==> src/hw/rtl/assert_macros.svh <==
// Assertion macros shared by the charging-bay controller modules.
`ifndef ASSERT_MACROS_SVH
`define ASSERT_MACROS_SVH

// Clocked check that is switched off while reset is asserted.
`define CBP_ASSERT(name, prop, msg) \
  name: assert property (@(posedge clk_i) disable iff (!rst_ni) prop) else $error(msg);

// Clocked check that must also hold while reset is asserted.
`define CBP_ASSERT_ALWAYS(name, prop, msg) \
  name: assert property (@(posedge clk_i) prop) else $error(msg);

`endif

==> src/hw/rtl/cbp_pkg.sv <==
// Types, constants and codes shared by the charging-bay controller.
`timescale 1ns / 1ps

package cbp_pkg;

  // Field widths.
  localparam int unsigned CODE_W     = 12;
  localparam int unsigned TEMP_W     = 12;
  localparam int unsigned SCALE_W    = 16;
  localparam int unsigned POWER_W    = 26;
  localparam int unsigned CFG_IDX_W  = 4;
  localparam int unsigned CFG_DATA_W = 16;

  // Shared multiplier operand and product widths.
  localparam int unsigned MUL_A_W = 32;
  localparam int unsigned MUL_B_W = 26;
  localparam int unsigned PROD_W  = MUL_A_W + MUL_B_W;

  // Scaling: code times full scale is below 2^SCALE_SHIFT, so a reciprocal
  // with SCALE_SHIFT fraction bits leaves an estimate at most one low.
  localparam int unsigned SCALE_SHIFT = CODE_W + SCALE_W;
  localparam int unsigned SCALE_EST_W = 21;

  // Power: centivolts times milliamps over 100.
  localparam int unsigned POWER_SHIFT = 2 * SCALE_W;
  localparam int unsigned POWER_DIV   = 100;
  localparam logic [MUL_B_W-1:0] RECIP_POWER =
    MUL_B_W'((64'd1 << POWER_SHIFT) / 64'(POWER_DIV));

  // Scaled values saturate at the top of their field.
  localparam logic [SCALE_W-1:0] SCALE_MAX = '1;

  // Configuration register reset values.
  localparam logic [CODE_W-1:0]         CURRENT_LIMIT_RST = 12'd3839;
  localparam logic signed [TEMP_W-1:0]  TEMP_LIMIT_RST    = 12'sd600;
  localparam logic [SCALE_W-1:0]        VOLTAGE_FS_RST    = 16'd25000;
  localparam logic [SCALE_W-1:0]        CURRENT_FS_RST    = 16'd32000;

  // Configuration register indexes.
  typedef enum logic [CFG_IDX_W-1:0] {
    CFG_CURRENT_LIMIT = 4'd0,
    CFG_TEMP_LIMIT    = 4'd1,
    CFG_VOLTAGE_FS    = 4'd2,
    CFG_CURRENT_FS    = 4'd3
  } cfg_idx_e;

  typedef struct packed {
    logic [CODE_W-1:0]        current_limit;
    logic signed [TEMP_W-1:0] temp_limit;
    logic [SCALE_W-1:0]       voltage_fs;
    logic [SCALE_W-1:0]       current_fs;
  } cfg_t;

  // Bay operating mode.
  typedef enum logic [1:0] {
    MODE_FREE     = 2'd0,
    MODE_CHARGING = 2'd1,
    MODE_FAULT    = 2'd2
  } bay_mode_e;

  // Protection state seen by the datapath.
  typedef struct packed {
    bay_mode_e         mode;
    logic              relay;
    logic              fault_event;
    logic [CODE_W-1:0] held_current;
  } bay_status_t;

  // Sequencer states.
  typedef enum logic [3:0] {
    ST_IDLE,
    ST_MUL_V,
    ST_REC_V,
    ST_COR_V,
    ST_MUL_I,
    ST_REC_I,
    ST_COR_I,
    ST_MUL_P,
    ST_REC_P,
    ST_COR_P,
    ST_DONE
  } ctrl_state_e;

  // Datapath operations.
  typedef enum logic [3:0] {
    OP_NONE,
    OP_MUL_V,
    OP_REC_V,
    OP_COR_V,
    OP_MUL_I,
    OP_REC_I,
    OP_COR_I,
    OP_MUL_P,
    OP_REC_P,
    OP_COR_P
  } dp_op_e;

  typedef struct packed {
    logic   load_in;
    logic   load_out;
    dp_op_e op;
  } dp_cmd_t;

endpackage

==> src/hw/rtl/cbp_cfg_if.sv <==
// Configuration write channel of the charging-bay controller.
`timescale 1ns / 1ps

interface cbp_cfg_if;
  logic                             valid;
  logic                             ready;
  logic [cbp_pkg::CFG_IDX_W-1:0]    index;
  logic [cbp_pkg::CFG_DATA_W-1:0]   data;

  modport source (output valid, output index, output data, input ready);
  modport sink   (input valid, input index, input data, output ready);
endinterface

==> src/hw/rtl/cbp_in_if.sv <==
// Sample input channel of the charging-bay controller.
`timescale 1ns / 1ps

interface cbp_in_if;
  logic                             valid;
  logic                             ready;
  logic [cbp_pkg::CODE_W-1:0]       adc_current;
  logic [cbp_pkg::CODE_W-1:0]       adc_voltage;
  logic signed [cbp_pkg::TEMP_W-1:0] temp_decideg;
  logic                             temp_valid;
  logic                             plugin_level;
  logic                             plugout_level;

  modport source (output valid, output adc_current, output adc_voltage,
                  output temp_decideg, output temp_valid, output plugin_level,
                  output plugout_level, input ready);
  modport sink   (input valid, input adc_current, input adc_voltage,
                  input temp_decideg, input temp_valid, input plugin_level,
                  input plugout_level, output ready);
endinterface

==> src/hw/rtl/cbp_out_if.sv <==
// Result output channel of the charging-bay controller.
`timescale 1ns / 1ps

interface cbp_out_if;
  logic                             valid;
  logic                             ready;
  logic [1:0]                       bay_state;
  logic                             relay_on;
  logic                             led_free;
  logic                             led_charging;
  logic                             led_red;
  logic [cbp_pkg::SCALE_W-1:0]      voltage_cv;
  logic [cbp_pkg::SCALE_W-1:0]      current_ma;
  logic [cbp_pkg::POWER_W-1:0]      power_mw;
  logic                             fault_event;

  modport source (output valid, output bay_state, output relay_on, output led_free,
                  output led_charging, output led_red, output voltage_cv,
                  output current_ma, output power_mw, output fault_event, input ready);
  modport sink   (input valid, input bay_state, input relay_on, input led_free,
                  input led_charging, input led_red, input voltage_cv,
                  input current_ma, input power_mw, input fault_event, output ready);
endinterface

==> src/hw/rtl/charge_bay_protection_controller_unit.sv <==
// Top level of the charging-bay protection controller.
// Each accepted sample runs through nine steps that pass three scalings through
// the single shared multiplier, then a result load step that waits for a free
// output slot, and one idle step in which the next sample is taken.
// Reset (rst_ni low, asynchronous): bay free, relay off, both buttons armed,
// held readings zero, configuration at its defaults, no result pending.
`timescale 1ns / 1ps

module charge_bay_protection_controller_unit #(
  parameter int unsigned ADC_BITS = 12
) (
  input  logic      clk_i,
  input  logic      rst_ni,
  cbp_cfg_if.sink   cfg_i,
  cbp_in_if.sink    in_i,
  cbp_out_if.source out_o
);

  cbp_pkg::cfg_t        cfg_q;
  cbp_pkg::dp_cmd_t     cmd;
  cbp_pkg::bay_status_t status;

  // Configuration registers; writes are always taken.
  assign cfg_i.ready = 1'b1;

  always_ff @(posedge clk_i or negedge rst_ni) begin
    if (!rst_ni) begin
      cfg_q.current_limit <= cbp_pkg::CURRENT_LIMIT_RST;
      cfg_q.temp_limit    <= cbp_pkg::TEMP_LIMIT_RST;
      cfg_q.voltage_fs    <= cbp_pkg::VOLTAGE_FS_RST;
      cfg_q.current_fs    <= cbp_pkg::CURRENT_FS_RST;
    end else if (cfg_i.valid) begin
      unique case (cbp_pkg::cfg_idx_e'(cfg_i.index))
        cbp_pkg::CFG_CURRENT_LIMIT: cfg_q.current_limit <= cfg_i.data[cbp_pkg::CODE_W-1:0];
        cbp_pkg::CFG_TEMP_LIMIT:    cfg_q.temp_limit    <= cfg_i.data[cbp_pkg::TEMP_W-1:0];
        cbp_pkg::CFG_VOLTAGE_FS:    cfg_q.voltage_fs    <= cfg_i.data[cbp_pkg::SCALE_W-1:0];
        cbp_pkg::CFG_CURRENT_FS:    cfg_q.current_fs    <= cfg_i.data[cbp_pkg::SCALE_W-1:0];
        default: begin
          cfg_q <= cfg_q;
        end
      endcase
    end
  end

  // Sequencer.
  cbp_ctrl u_ctrl (
    .clk_i       (clk_i),
    .rst_ni      (rst_ni),
    .in_valid_i  (in_i.valid),
    .in_ready_o  (in_i.ready),
    .out_valid_o (out_o.valid),
    .out_ready_i (out_o.ready),
    .cmd_o       (cmd)
  );

  // Protection state machine, stepped once per accepted beat.
  cbp_guard u_guard (
    .clk_i           (clk_i),
    .rst_ni          (rst_ni),
    .step_i          (cmd.load_in),
    .adc_current_i   (in_i.adc_current),
    .temp_decideg_i  (in_i.temp_decideg),
    .temp_valid_i    (in_i.temp_valid),
    .plugin_level_i  (in_i.plugin_level),
    .plugout_level_i (in_i.plugout_level),
    .cfg_i           (cfg_q),
    .status_o        (status)
  );

  // Scaling datapath and result register.
  cbp_dp #(
    .ADC_BITS (ADC_BITS)
  ) u_dp (
    .clk_i          (clk_i),
    .cmd_i          (cmd),
    .adc_voltage_i  (in_i.adc_voltage),
    .status_i       (status),
    .cfg_i          (cfg_q),
    .bay_state_o    (out_o.bay_state),
    .relay_on_o     (out_o.relay_on),
    .led_free_o     (out_o.led_free),
    .led_charging_o (out_o.led_charging),
    .led_red_o      (out_o.led_red),
    .voltage_cv_o   (out_o.voltage_cv),
    .current_ma_o   (out_o.current_ma),
    .power_mw_o     (out_o.power_mw),
    .fault_event_o  (out_o.fault_event)
  );

endmodule

==> src/hw/rtl/cbp_ctrl.sv <==
// Sequencer that steps the datapath through one sample and hands off the result.
`timescale 1ns / 1ps
`include "assert_macros.svh"

module cbp_ctrl (
  input  logic              clk_i,
  input  logic              rst_ni,
  input  logic              in_valid_i,
  output logic              in_ready_o,
  output logic              out_valid_o,
  input  logic              out_ready_i,
  output cbp_pkg::dp_cmd_t  cmd_o
);

  cbp_pkg::ctrl_state_e state_q, state_d;
  logic                 out_valid_q, out_valid_d;
  logic                 slot_free;

  // The result register can take a new beat when empty or being drained.
  assign slot_free = !out_valid_q || out_ready_i;

  // Next state.
  always_comb begin
    state_d = state_q;
    unique case (state_q)
      cbp_pkg::ST_IDLE:  if (in_valid_i) state_d = cbp_pkg::ST_MUL_V;
      cbp_pkg::ST_MUL_V: state_d = cbp_pkg::ST_REC_V;
      cbp_pkg::ST_REC_V: state_d = cbp_pkg::ST_COR_V;
      cbp_pkg::ST_COR_V: state_d = cbp_pkg::ST_MUL_I;
      cbp_pkg::ST_MUL_I: state_d = cbp_pkg::ST_REC_I;
      cbp_pkg::ST_REC_I: state_d = cbp_pkg::ST_COR_I;
      cbp_pkg::ST_COR_I: state_d = cbp_pkg::ST_MUL_P;
      cbp_pkg::ST_MUL_P: state_d = cbp_pkg::ST_REC_P;
      cbp_pkg::ST_REC_P: state_d = cbp_pkg::ST_COR_P;
      cbp_pkg::ST_COR_P: state_d = cbp_pkg::ST_DONE;
      cbp_pkg::ST_DONE:  if (slot_free) state_d = cbp_pkg::ST_IDLE;
      default:           state_d = cbp_pkg::ST_IDLE;
    endcase
  end

  // Commands to the datapath and the input handshake.
  always_comb begin
    in_ready_o     = 1'b0;
    cmd_o.load_in  = 1'b0;
    cmd_o.load_out = 1'b0;
    cmd_o.op       = cbp_pkg::OP_NONE;
    unique case (state_q)
      cbp_pkg::ST_IDLE: begin
        in_ready_o    = 1'b1;
        cmd_o.load_in = in_valid_i;
      end
      cbp_pkg::ST_MUL_V: cmd_o.op = cbp_pkg::OP_MUL_V;
      cbp_pkg::ST_REC_V: cmd_o.op = cbp_pkg::OP_REC_V;
      cbp_pkg::ST_COR_V: cmd_o.op = cbp_pkg::OP_COR_V;
      cbp_pkg::ST_MUL_I: cmd_o.op = cbp_pkg::OP_MUL_I;
      cbp_pkg::ST_REC_I: cmd_o.op = cbp_pkg::OP_REC_I;
      cbp_pkg::ST_COR_I: cmd_o.op = cbp_pkg::OP_COR_I;
      cbp_pkg::ST_MUL_P: cmd_o.op = cbp_pkg::OP_MUL_P;
      cbp_pkg::ST_REC_P: cmd_o.op = cbp_pkg::OP_REC_P;
      cbp_pkg::ST_COR_P: cmd_o.op = cbp_pkg::OP_COR_P;
      cbp_pkg::ST_DONE:  cmd_o.load_out = slot_free;
      default: begin
        cmd_o.op = cbp_pkg::OP_NONE;
      end
    endcase
  end

  // Output beat pending flag.
  always_comb begin
    if (cmd_o.load_out) begin
      out_valid_d = 1'b1;
    end else if (out_ready_i) begin
      out_valid_d = 1'b0;
    end else begin
      out_valid_d = out_valid_q;
    end
  end

  always_ff @(posedge clk_i or negedge rst_ni) begin
    if (!rst_ni) begin
      state_q     <= cbp_pkg::ST_IDLE;
      out_valid_q <= 1'b0;
    end else begin
      state_q     <= state_d;
      out_valid_q <= out_valid_d;
    end
  end

  assign out_valid_o = out_valid_q;

  // A new result never overwrites one that is still waiting.
  `CBP_ASSERT(a_load_needs_slot, cmd_o.load_out |-> (!out_valid_q || out_ready_i), "result overwritten")
  // An accepted beat always starts the voltage scaling.
  `CBP_ASSERT(a_accept_starts, (in_valid_i && in_ready_o) |=> (state_q == cbp_pkg::ST_MUL_V), "accept did not start work")
  // A finished sample with an empty slot is presented on the next cycle.
  `CBP_ASSERT(a_done_presents, (state_q == cbp_pkg::ST_DONE && !out_valid_q) |=> out_valid_q, "result not presented")

endmodule

==> src/hw/rtl/cbp_guard.sv <==
// Bay protection state: plug buttons, held readings and the fault latch.
`timescale 1ns / 1ps
`include "assert_macros.svh"

module cbp_guard (
  input  logic                               clk_i,
  input  logic                               rst_ni,
  input  logic                               step_i,
  input  logic [cbp_pkg::CODE_W-1:0]         adc_current_i,
  input  logic signed [cbp_pkg::TEMP_W-1:0]  temp_decideg_i,
  input  logic                               temp_valid_i,
  input  logic                               plugin_level_i,
  input  logic                               plugout_level_i,
  input  cbp_pkg::cfg_t                      cfg_i,
  output cbp_pkg::bay_status_t               status_o
);

  cbp_pkg::bay_mode_e               mode_q, mode_d, mode_plug, mode_sense;
  logic                             relay_q, relay_d, relay_plug;
  logic                             plugin_armed_q, plugout_armed_q;
  logic                             fault_event_q, fault_event_d;
  logic [cbp_pkg::CODE_W-1:0]       held_current_q, held_current_d;
  logic signed [cbp_pkg::TEMP_W-1:0] held_temp_q, held_temp_d;
  logic                             press_in, press_out, over_limit;
  logic                             in_fault;

  // Plug handling, sensing and fault detection for one sample, in that order.
  always_comb begin
    press_in   = !plugin_level_i && plugin_armed_q;
    press_out  = !plugout_level_i && plugout_armed_q;
    mode_plug  = mode_q;
    relay_plug = relay_q;
    if (press_in && mode_q == cbp_pkg::MODE_FREE) begin
      mode_plug  = cbp_pkg::MODE_CHARGING;
      relay_plug = 1'b1;
    end
    // Unplugging leaves the relay where it was.
    mode_sense = (press_out && mode_plug == cbp_pkg::MODE_CHARGING) ?
                 cbp_pkg::MODE_FREE : mode_plug;

    held_current_d = (mode_sense == cbp_pkg::MODE_CHARGING) ? adc_current_i : held_current_q;
    held_temp_d    = temp_valid_i ? temp_decideg_i : held_temp_q;

    over_limit = (held_current_d > cfg_i.current_limit) ||
                 ($signed(held_temp_d) > $signed(cfg_i.temp_limit));
    fault_event_d = (mode_sense == cbp_pkg::MODE_CHARGING) && over_limit;
    mode_d  = fault_event_d ? cbp_pkg::MODE_FAULT : mode_sense;
    relay_d = fault_event_d ? 1'b0 : relay_plug;
  end

  // State update once per accepted sample; a button re-arms when released.
  always_ff @(posedge clk_i or negedge rst_ni) begin
    if (!rst_ni) begin
      mode_q          <= cbp_pkg::MODE_FREE;
      relay_q         <= 1'b0;
      plugin_armed_q  <= 1'b1;
      plugout_armed_q <= 1'b1;
      fault_event_q   <= 1'b0;
      held_current_q  <= '0;
      held_temp_q     <= '0;
    end else if (step_i) begin
      mode_q          <= mode_d;
      relay_q         <= relay_d;
      plugin_armed_q  <= plugin_level_i;
      plugout_armed_q <= plugout_level_i;
      fault_event_q   <= fault_event_d;
      held_current_q  <= held_current_d;
      held_temp_q     <= held_temp_d;
    end
  end

  assign status_o.mode         = mode_q;
  assign status_o.relay        = relay_q;
  assign status_o.fault_event  = fault_event_q;
  assign status_o.held_current = held_current_q;

  // Fault state flag for the checks below.
  assign in_fault = (mode_q == cbp_pkg::MODE_FAULT);

  // The fault is left only through reset.
  `CBP_ASSERT(a_fault_sticky, in_fault |=> in_fault, "fault state left")
  // The relay is never driven in the fault state.
  `CBP_ASSERT_ALWAYS(a_relay_off_fault, in_fault |-> !relay_q, "relay on in fault")
  // A fault event is only flagged together with the fault state.
  `CBP_ASSERT(a_event_in_fault, fault_event_q |-> in_fault, "fault event without fault")

endmodule

==> src/hw/rtl/cbp_dp.sv <==
// Scaling datapath: one shared multiplier with reciprocal division and result register.
`timescale 1ns / 1ps

module cbp_dp #(
  parameter int unsigned ADC_BITS = 12
) (
  input  logic                          clk_i,
  input  cbp_pkg::dp_cmd_t              cmd_i,
  input  logic [cbp_pkg::CODE_W-1:0]    adc_voltage_i,
  input  cbp_pkg::bay_status_t          status_i,
  input  cbp_pkg::cfg_t                 cfg_i,
  output logic [1:0]                    bay_state_o,
  output logic                          relay_on_o,
  output logic                          led_free_o,
  output logic                          led_charging_o,
  output logic                          led_red_o,
  output logic [cbp_pkg::SCALE_W-1:0]   voltage_cv_o,
  output logic [cbp_pkg::SCALE_W-1:0]   current_ma_o,
  output logic [cbp_pkg::POWER_W-1:0]   power_mw_o,
  output logic                          fault_event_o
);

  localparam int unsigned SW = cbp_pkg::SCALE_W;
  localparam int unsigned EW = cbp_pkg::SCALE_EST_W;
  localparam int unsigned PW = cbp_pkg::POWER_W;
  localparam int unsigned RW = cbp_pkg::SCALE_SHIFT + 6;
  localparam int unsigned QW = EW + 1;
  localparam int unsigned XW = cbp_pkg::MUL_A_W;

  // Converter full-scale code and its reciprocal.
  localparam logic [SW-1:0] FullScale = SW'((32'd1 << ADC_BITS) - 32'd1);
  localparam logic [cbp_pkg::MUL_B_W-1:0] RecipFs =
    cbp_pkg::MUL_B_W'((64'd1 << cbp_pkg::SCALE_SHIFT) / 64'(FullScale));

  logic [cbp_pkg::CODE_W-1:0]      rv_q;
  logic [XW-1:0]                   x_q;
  logic [cbp_pkg::PROD_W-1:0]      prod_q, prod;
  logic [XW-1:0]                   mul_a;
  logic [cbp_pkg::MUL_B_W-1:0]     mul_b;
  logic [SW-1:0]                   v_q, i_q;
  logic [PW-1:0]                   p_q;

  logic [EW-1:0]                   sc_est;
  logic [RW-1:0]                   sc_back, sc_rem;
  logic [QW-1:0]                   sc_quot;
  logic [SW-1:0]                   sc_sat;
  logic [PW-1:0]                   pw_est, pw_quot;
  logic [XW:0]                     pw_back, pw_rem;

  // Operand selection for the shared multiplier.
  always_comb begin
    mul_a = '0;
    mul_b = '0;
    unique case (cmd_i.op)
      cbp_pkg::OP_MUL_V: begin
        mul_a = XW'(rv_q);
        mul_b = cbp_pkg::MUL_B_W'(cfg_i.voltage_fs);
      end
      cbp_pkg::OP_MUL_I: begin
        mul_a = XW'(status_i.held_current);
        mul_b = cbp_pkg::MUL_B_W'(cfg_i.current_fs);
      end
      cbp_pkg::OP_MUL_P: begin
        mul_a = XW'(v_q);
        mul_b = cbp_pkg::MUL_B_W'(i_q);
      end
      cbp_pkg::OP_REC_V, cbp_pkg::OP_REC_I: begin
        mul_a = x_q;
        mul_b = RecipFs;
      end
      cbp_pkg::OP_REC_P: begin
        mul_a = x_q;
        mul_b = cbp_pkg::RECIP_POWER;
      end
      default: begin
        mul_a = '0;
        mul_b = '0;
      end
    endcase
  end

  assign prod = {{cbp_pkg::MUL_B_W{1'b0}}, mul_a} * {{XW{1'b0}}, mul_b};

  // Scale correction: the reciprocal estimate is at most one low.
  // The full scale is 2^ADC_BITS - 1, so estimate times it is a shift and subtract.
  always_comb begin
    sc_est  = prod_q[cbp_pkg::SCALE_SHIFT +: EW];
    sc_back = (RW'(sc_est) << ADC_BITS) - RW'(sc_est);
    sc_rem  = RW'(x_q) - sc_back;
    sc_quot = QW'(sc_est) + QW'(sc_rem >= RW'(FullScale));
    sc_sat  = (sc_quot > QW'(cbp_pkg::SCALE_MAX)) ? cbp_pkg::SCALE_MAX : sc_quot[SW-1:0];
  end

  // Power correction against the divisor of 100.
  always_comb begin
    pw_est  = prod_q[cbp_pkg::POWER_SHIFT +: PW];
    pw_back = (XW+1)'(pw_est) * (XW+1)'(cbp_pkg::POWER_DIV);
    pw_rem  = (XW+1)'(x_q) - pw_back;
    pw_quot = pw_est + PW'(pw_rem >= (XW+1)'(cbp_pkg::POWER_DIV));
  end

  // Working registers.
  always_ff @(posedge clk_i) begin
    if (cmd_i.load_in) begin
      rv_q <= adc_voltage_i;
    end
    unique case (cmd_i.op)
      cbp_pkg::OP_MUL_V, cbp_pkg::OP_MUL_I, cbp_pkg::OP_MUL_P: x_q <= prod[XW-1:0];
      cbp_pkg::OP_REC_V, cbp_pkg::OP_REC_I, cbp_pkg::OP_REC_P: prod_q <= prod;
      cbp_pkg::OP_COR_V: v_q <= sc_sat;
      cbp_pkg::OP_COR_I: i_q <= sc_sat;
      cbp_pkg::OP_COR_P: p_q <= pw_quot;
      default: begin
        x_q <= x_q;
      end
    endcase
  end

  // Result register, loaded when the output slot is free.
  always_ff @(posedge clk_i) begin
    if (cmd_i.load_out) begin
      bay_state_o    <= status_i.mode;
      relay_on_o     <= status_i.relay;
      led_free_o     <= (status_i.mode == cbp_pkg::MODE_FREE);
      led_charging_o <= (status_i.mode == cbp_pkg::MODE_CHARGING);
      led_red_o      <= (status_i.mode != cbp_pkg::MODE_FREE) &&
                        (status_i.mode != cbp_pkg::MODE_CHARGING);
      voltage_cv_o   <= v_q;
      current_ma_o   <= i_q;
      power_mw_o     <= p_q;
      fault_event_o  <= status_i.fault_event;
    end
  end

endmodule
==> src/flat_wrapper.sv <==
// flat-port wrapper written by rule: the top's interface ports become plain ports
module charge_bay_protection_controller_unit_flat 
#(
  parameter int unsigned ADC_BITS = 12
)
  (clk_i, rst_ni, cfg_i_valid, cfg_i_index, cfg_i_data, cfg_i_ready, in_i_valid, in_i_adc_current, in_i_adc_voltage, in_i_temp_decideg, in_i_temp_valid, in_i_plugin_level, in_i_plugout_level, in_i_ready, out_o_valid, out_o_bay_state, out_o_relay_on, out_o_led_free, out_o_led_charging, out_o_led_red, out_o_voltage_cv, out_o_current_ma, out_o_power_mw, out_o_fault_event, out_o_ready);
  cbp_cfg_if cfg_i_i ();
  cbp_in_if in_i_i ();
  cbp_out_if out_o_i ();
  input  logic clk_i;
  input  logic rst_ni;
  input wire logic [$bits(cfg_i_i.valid)-1:0] cfg_i_valid;
  input wire logic [$bits(cfg_i_i.index)-1:0] cfg_i_index;
  input wire logic [$bits(cfg_i_i.data)-1:0] cfg_i_data;
  output wire logic [$bits(cfg_i_i.ready)-1:0] cfg_i_ready;
  input wire logic [$bits(in_i_i.valid)-1:0] in_i_valid;
  input wire logic [$bits(in_i_i.adc_current)-1:0] in_i_adc_current;
  input wire logic [$bits(in_i_i.adc_voltage)-1:0] in_i_adc_voltage;
  input wire logic [$bits(in_i_i.temp_decideg)-1:0] in_i_temp_decideg;
  input wire logic [$bits(in_i_i.temp_valid)-1:0] in_i_temp_valid;
  input wire logic [$bits(in_i_i.plugin_level)-1:0] in_i_plugin_level;
  input wire logic [$bits(in_i_i.plugout_level)-1:0] in_i_plugout_level;
  output wire logic [$bits(in_i_i.ready)-1:0] in_i_ready;
  output wire logic [$bits(out_o_i.valid)-1:0] out_o_valid;
  output wire logic [$bits(out_o_i.bay_state)-1:0] out_o_bay_state;
  output wire logic [$bits(out_o_i.relay_on)-1:0] out_o_relay_on;
  output wire logic [$bits(out_o_i.led_free)-1:0] out_o_led_free;
  output wire logic [$bits(out_o_i.led_charging)-1:0] out_o_led_charging;
  output wire logic [$bits(out_o_i.led_red)-1:0] out_o_led_red;
  output wire logic [$bits(out_o_i.voltage_cv)-1:0] out_o_voltage_cv;
  output wire logic [$bits(out_o_i.current_ma)-1:0] out_o_current_ma;
  output wire logic [$bits(out_o_i.power_mw)-1:0] out_o_power_mw;
  output wire logic [$bits(out_o_i.fault_event)-1:0] out_o_fault_event;
  input wire logic [$bits(out_o_i.ready)-1:0] out_o_ready;
  assign cfg_i_i.valid = cfg_i_valid;
  assign cfg_i_i.index = cfg_i_index;
  assign cfg_i_i.data = cfg_i_data;
  assign cfg_i_ready = cfg_i_i.ready;
  assign in_i_i.valid = in_i_valid;
  assign in_i_i.adc_current = in_i_adc_current;
  assign in_i_i.adc_voltage = in_i_adc_voltage;
  assign in_i_i.temp_decideg = in_i_temp_decideg;
  assign in_i_i.temp_valid = in_i_temp_valid;
  assign in_i_i.plugin_level = in_i_plugin_level;
  assign in_i_i.plugout_level = in_i_plugout_level;
  assign in_i_ready = in_i_i.ready;
  assign out_o_valid = out_o_i.valid;
  assign out_o_bay_state = out_o_i.bay_state;
  assign out_o_relay_on = out_o_i.relay_on;
  assign out_o_led_free = out_o_i.led_free;
  assign out_o_led_charging = out_o_i.led_charging;
  assign out_o_led_red = out_o_i.led_red;
  assign out_o_voltage_cv = out_o_i.voltage_cv;
  assign out_o_current_ma = out_o_i.current_ma;
  assign out_o_power_mw = out_o_i.power_mw;
  assign out_o_fault_event = out_o_i.fault_event;
  assign out_o_i.ready = out_o_ready;
  charge_bay_protection_controller_unit #(.ADC_BITS(ADC_BITS)) u_core (.clk_i(clk_i), .rst_ni(rst_ni), .cfg_i(cfg_i_i), .in_i(in_i_i), .out_o(out_o_i));
endmodule
==> config.mk <==
export PLATFORM = sky130hd
export DESIGN_NAME = charge_bay_protection_controller_unit_flat
export DESIGN_NICKNAME = d
export VERILOG_FILES = /design/src/hw/rtl/cbp_pkg.sv /design/src/hw/rtl/cbp_cfg_if.sv /design/src/hw/rtl/cbp_in_if.sv /design/src/hw/rtl/cbp_out_if.sv /design/src/hw/rtl/charge_bay_protection_controller_unit.sv /design/src/hw/rtl/cbp_ctrl.sv /design/src/hw/rtl/cbp_guard.sv /design/src/hw/rtl/cbp_dp.sv /design/src/flat_wrapper.sv
export VERILOG_INCLUDE_DIRS = /design/src /design/src/hw/rtl
export SDC_FILE = /design/constraint.sdc
export NUM_CORES = 2
export LEC_CHECK = 0
export ABC_AREA = 1
export BUFFER_PORTS_ARGS = -buffer_cell sky130_fd_sc_hd__buf_2
export CORE_AREA = 2 2 253 255
export CTS_CLUSTER_SIZE = 8
export DETAILED_ROUTE_END_ITERATION = 12
export DIE_AREA = 0 0 255 257
export HOLD_SLACK_MARGIN = 0.1
export PLACE_DENSITY = 0.93
export RECOVER_POWER = 100
export SLEW_MARGIN = 20
export SYNTH_ARGS = -nofsm -noshare
export SYNTH_HDL_FRONTEND = slang
export SYNTH_SLANG_ARGS = --single-unit
==> constraint.sdc <==
create_clock -name clk_i -period 15.72 [get_ports clk_i]
set_input_delay 3.93 -clock clk_i [delete_from_list [all_inputs] [get_ports clk_i]]
set_output_delay 3.93 -clock clk_i [all_outputs]
set_load 0.02 [all_outputs]
==> results <==
- The maximum clock path buffer count is 3.
- For this run, asynchronously set or reset flops after synthesis account for 31.60%.
- The TritonCTS clock tree is done.
- The final setup skew is 0.06502 ns.
- The via count of the first global-routing pass came to 38230.
- The hold violation count in the final report came to 0.
- The most used flip-flop cell after synthesis is sky130_fd_sc_hd__edfxtp_1.
- The final-report setup violation count is 0.
- In this run the remaining antenna-violating nets after routing total 0.
- Counting both buffers and inverters, the worst setup path holds a total of 8.
- The layout-stage area growth over the synthesis result is 7.360%.
- The clock-pin slew reported for the worst setup and hold paths after clock tree synthesis is 0.06 ns.
- The global-route wire length before repair is 209.5 mm.
- The post-synthesis area per instance is 8.317 sq um.
- Entering global routing, the biggest net connects 70 pins.
- The worst register-to-register path begins at u_core.u_ctrl.state_q[0].
- In the final routed layout, each cell accounts on average for 21.44 um.
- The path with the worst hold slack has its endpoint at u_core.u_dp.power_mw_o[15].
- The fraction of final layout cells with drive strength greater than 1 is 3.318%.
- The total global-route track usage is 42.45%.
- During I/O placement, the number of pins put on the boundary was 132.
- The maximum clock frequency is 83.42 MHz.
- The minimum setup slack after placement is 6.267 ns.
- For the worst setup path, the data arrival time is 12.31 ns.
- The number of nets in the final layout is 6620.
- The number of buffers created by CTS is 42.
- The count of yosys warnings during synthesis is 0.
- The synthesized netlist cell count is 5180.
- In this design, the stage delay of the slowest critical-path cell is 1.89 ns.
- The mapped cell area is 43080 sq um.
- Setup repair after global routing left no endpoint under its margin.
- Once detailed placement completed, the half-perimeter wirelength came to 109.0 mm.
- In this run the post-CTS setup repair buffer count came out at 0.
- The synthesized design contains 288 register bits.
- Clock tree synthesis selected as its root buffer the cell sky130_fd_sc_hd__clkbuf_16.
- The clock tree synthesis step divided the H-tree into 2 levels.
- The cell class contributing the biggest share of worst-path delay is simple AND/OR/NAND/NOR gates.
- The number of buffers inserted by hold repair at cts is 0.
- The total grt overflow is 0.
- The worst setup path is of the reg -> reg kind.
- The slowest stage of the critical path is the sky130_fd_sc_hd__clkbuf_1 cell.
- At the later pin of the worst-skew pair, clock insertion delay measures 0.59 ns.
- The total count of max-transition violations in the final report is 363.
- The count of input and output buffers is 130.
- The routed via count is 36780.
- The standard cell core area is 62740 sq um.
- After synthesis, the netlist uses 57 different library cells.
- The final weighted congestion in routability-driven placement is 1.014.
- CTS saw 288 sinks.
- The sequential-to-total area share from yosys stat is 19.10%.
- The launch point of the worst hold path is u_core.u_dp.p_q[15].
- The post-detailed-route DRC marker count is 0.
- STA classifies the critical path startpoint as a flop.
- The worst hold path belongs to the class reg -> reg.
- In this run the worst path has a maximum fanout of 46.
- The flow ran to the end, but the final reports show violations.
- Setup slack on the worst reg-to-reg path comes out at 3.73 ns.
- The tool flagged a number of max-cap violations equal to 9.
- For this run, the detailed router's first-pass iteration total came to 10.
- In this run the critical register-to-register path is captured at u_core.u_dp.prod_q[55].
- The number of standard-cell rows in the floorplan is 92.
- The first routing iteration left 4148 violations.
- The length in cells of the worst reg-to-reg path is 28.
- The pin slew with the least headroom to its limit is 3.825 ns.
- The post-route fraction of the period consumed by the critical path is 76.26%.
- The total negative slack is 0 ns.
- The number of antenna violations at the first check in global routing is 0.
- The minimum clock period is 11.99 ns.
- The worst slew margin relative to its limit is -155.0%.
- Yosys mapped a number of flops with a built-in enable equal to 197.
- Once the clock tree was built, the resizer swapped 0 gates to a different size.
- The overall die area is 65540 sq um.
- Summed over all layers, the routed wires come to 135.8 mm.
- The floorplan die height is 257 um.
- The instance count along the most critical hold path is 0.
- The die width is 255 um.
- The required time of the critical path is 16.04 ns.
- In the routed layout, each cell is associated on average with a via count of 5.807.
- The checks that failed: max-capacitance violations, max-slew violations.
- The critical path capture point type is a flop.
- The least setup slack across all paths after layout is 3.732 ns.
- The initial core utilization is 68.67%.
[stage by stage]
| stage | area [sq um] | utilization, % | hold WS (ns) | instances |
|---|---|---|---|---|
| 2_1_floorplan | 43620 | - | 0.4003 | 5323 |
| 3_3_place_gp | 45220 | 72.08 | 0.4025 | 6257 |
| 3_5_place_dp | 45220 | 72.08 | 0.4054 | 6257 |
| 4_1_cts | 46440 | 74.02 | 0.4082 | 6332 |
| 5_1_grt | 46250 | 73.72 | 0.4173 | 6332 |
| 6_report | 46250 | 73.73 | 0.4114 | 6334 |
[registers in the layout (all words and copies together), names as in the netlist, 2 cells and up]
signal                         cells
u_core.cfg_q                      56
u_core.u_ctrl.state_q              4
u_core.u_dp.bay_state_o            2
u_core.u_dp.current_ma_o          16
u_core.u_dp.i_q                   16
u_core.u_dp.p_q                   26
u_core.u_dp.power_mw_o            26
u_core.u_dp.prod_q                30
u_core.u_dp.rv_q                  12
u_core.u_dp.v_q                   16
u_core.u_dp.voltage_cv_o          16
u_core.u_dp.x_q                   32
u_core.u_guard.held_current_q     12
u_core.u_guard.held_temp_q        12
u_core.u_guard.mode_q              2
[worst max path at each step]
stage	start	endpoint	slack, ns	depth (start not counted)
6_report	u_core.u_ctrl.state_q[0]	u_core.u_dp.prod_q[55]	3.73	28
5_1_grt	u_core.u_ctrl.state_q[0]	u_core.u_dp.prod_q[51]	3.11	29
4_1_cts	u_core.u_ctrl.state_q[0]	u_core.u_dp.prod_q[55]	6.24	28
3_5_place_dp	u_core.u_ctrl.state_q[0]	u_core.u_dp.prod_q[55]	6.27	28
3_3_place_gp	u_core.u_ctrl.state_q[0]	u_core.u_dp.prod_q[51]	6.53	31
2_1_floorplan	u_core.u_ctrl.state_q[0]	u_core.u_dp.prod_q[55]	8.47	31
[cell usage after synthesis, drive strengths merged (9+ instances only)]
cell type	number	area, sq um
a21o	18	135.1
a21oi	160	800.8
a221oi	14	122.6
a22o	9	78.83
a31oi	18	112.6
buf	40	216.5
clkbuf	27	101.4
dfrtp	62	1551
dfstp	29	762.0
edfxtp	197	5916
fa	622	12450
ha	479	5993
inv	1418	5323
nand2	917	3487
nand3	148	753.2
nand3b	20	150.1
nand4	31	193.9
nor2	541	2088
nor3	34	175.2
o21a	9	67.56
o21ai	188	944.7
o21bai	21	157.7
xnor2	39	341.6
xor2	89	779.5
[logic make-up after synthesis]
kind of cell	count (synthesis)	synth area share (%)
DFF	288	19.10
buffers and inverters	1485	13.09
AOI/OAI and AO/OA	465	6.166
and+or+nand+nor	1709	16.16
other	2	0.01743
muxes	2	0.04647
adders and majority gates	1101	42.81
xor gates and xnor gates	128	2.602
[area by class of cell]
cell class                      count  area, sq um
Inverter                         1418         5323
Fill cell                        4438        16480
Timing Repair Buffer              155        711.9
Multi-Input combinational cell   3550        29700
Clock buffer                       71         1170
Antenna cell                        2        5.005
Tap cell                          846         1059
Sequential cell                   288         8229
Clock inverter                      4        52.55
[placed cells by master, fill, tap and decap left out, types with 3 or more instances in the layout]
cell	instances
sky130_fd_sc_hd__dfrtp_1	62
sky130_fd_sc_hd__dfstp_2	29
sky130_fd_sc_hd__o211ai_1	6
sky130_fd_sc_hd__nor2_1	530
sky130_fd_sc_hd__o21bai_1	21
sky130_fd_sc_hd__nand2_1	912
sky130_fd_sc_hd__edfxtp_1	197
sky130_fd_sc_hd__nand3_1	147
sky130_fd_sc_hd__o21a_1	9
sky130_fd_sc_hd__and3_1	5
sky130_fd_sc_hd__a21boi_0	5
sky130_fd_sc_hd__a22o_1	9
sky130_fd_sc_hd__conb_1	145
sky130_fd_sc_hd__ha_1	479
sky130_fd_sc_hd__nor2_2	7
sky130_fd_sc_hd__a211oi_1	3
sky130_fd_sc_hd__nand4_1	31
sky130_fd_sc_hd__buf_2	53
sky130_fd_sc_hd__inv_1	1403
sky130_fd_sc_hd__o31ai_1	3
sky130_fd_sc_hd__nand2_2	4
sky130_fd_sc_hd__inv_2	15
sky130_fd_sc_hd__nor3_1	33
sky130_fd_sc_hd__nor4_1	8
sky130_fd_sc_hd__xor2_1	89
sky130_fd_sc_hd__fa_1	622
sky130_fd_sc_hd__nand3b_1	20
sky130_fd_sc_hd__a21oi_1	160
sky130_fd_sc_hd__buf_4	17
sky130_fd_sc_hd__clkbuf_16	42
sky130_fd_sc_hd__clkbuf_1	113
sky130_fd_sc_hd__o21ai_1	11
sky130_fd_sc_hd__xnor2_1	39
sky130_fd_sc_hd__a221oi_1	14
sky130_fd_sc_hd__a31oi_1	18
sky130_fd_sc_hd__a21o_1	18
sky130_fd_sc_hd__nor2_4	4
sky130_fd_sc_hd__o21ai_0	176
[metal layers]
layer,vias up,routed length (um),part of all wire (%),track usage (%)
li1,16110,-,-,-
met1,17450,48310,36,52.92
met2,2480,60210,44,65.91
met3,743,15560,11,9.488
met4,0,11710,8.6,29.39
met5,-,0,0,0
Power is left out: the tool's default activity adds up to more than one toggle a clock period on the data nets, which glitch-free logic cannot reach.
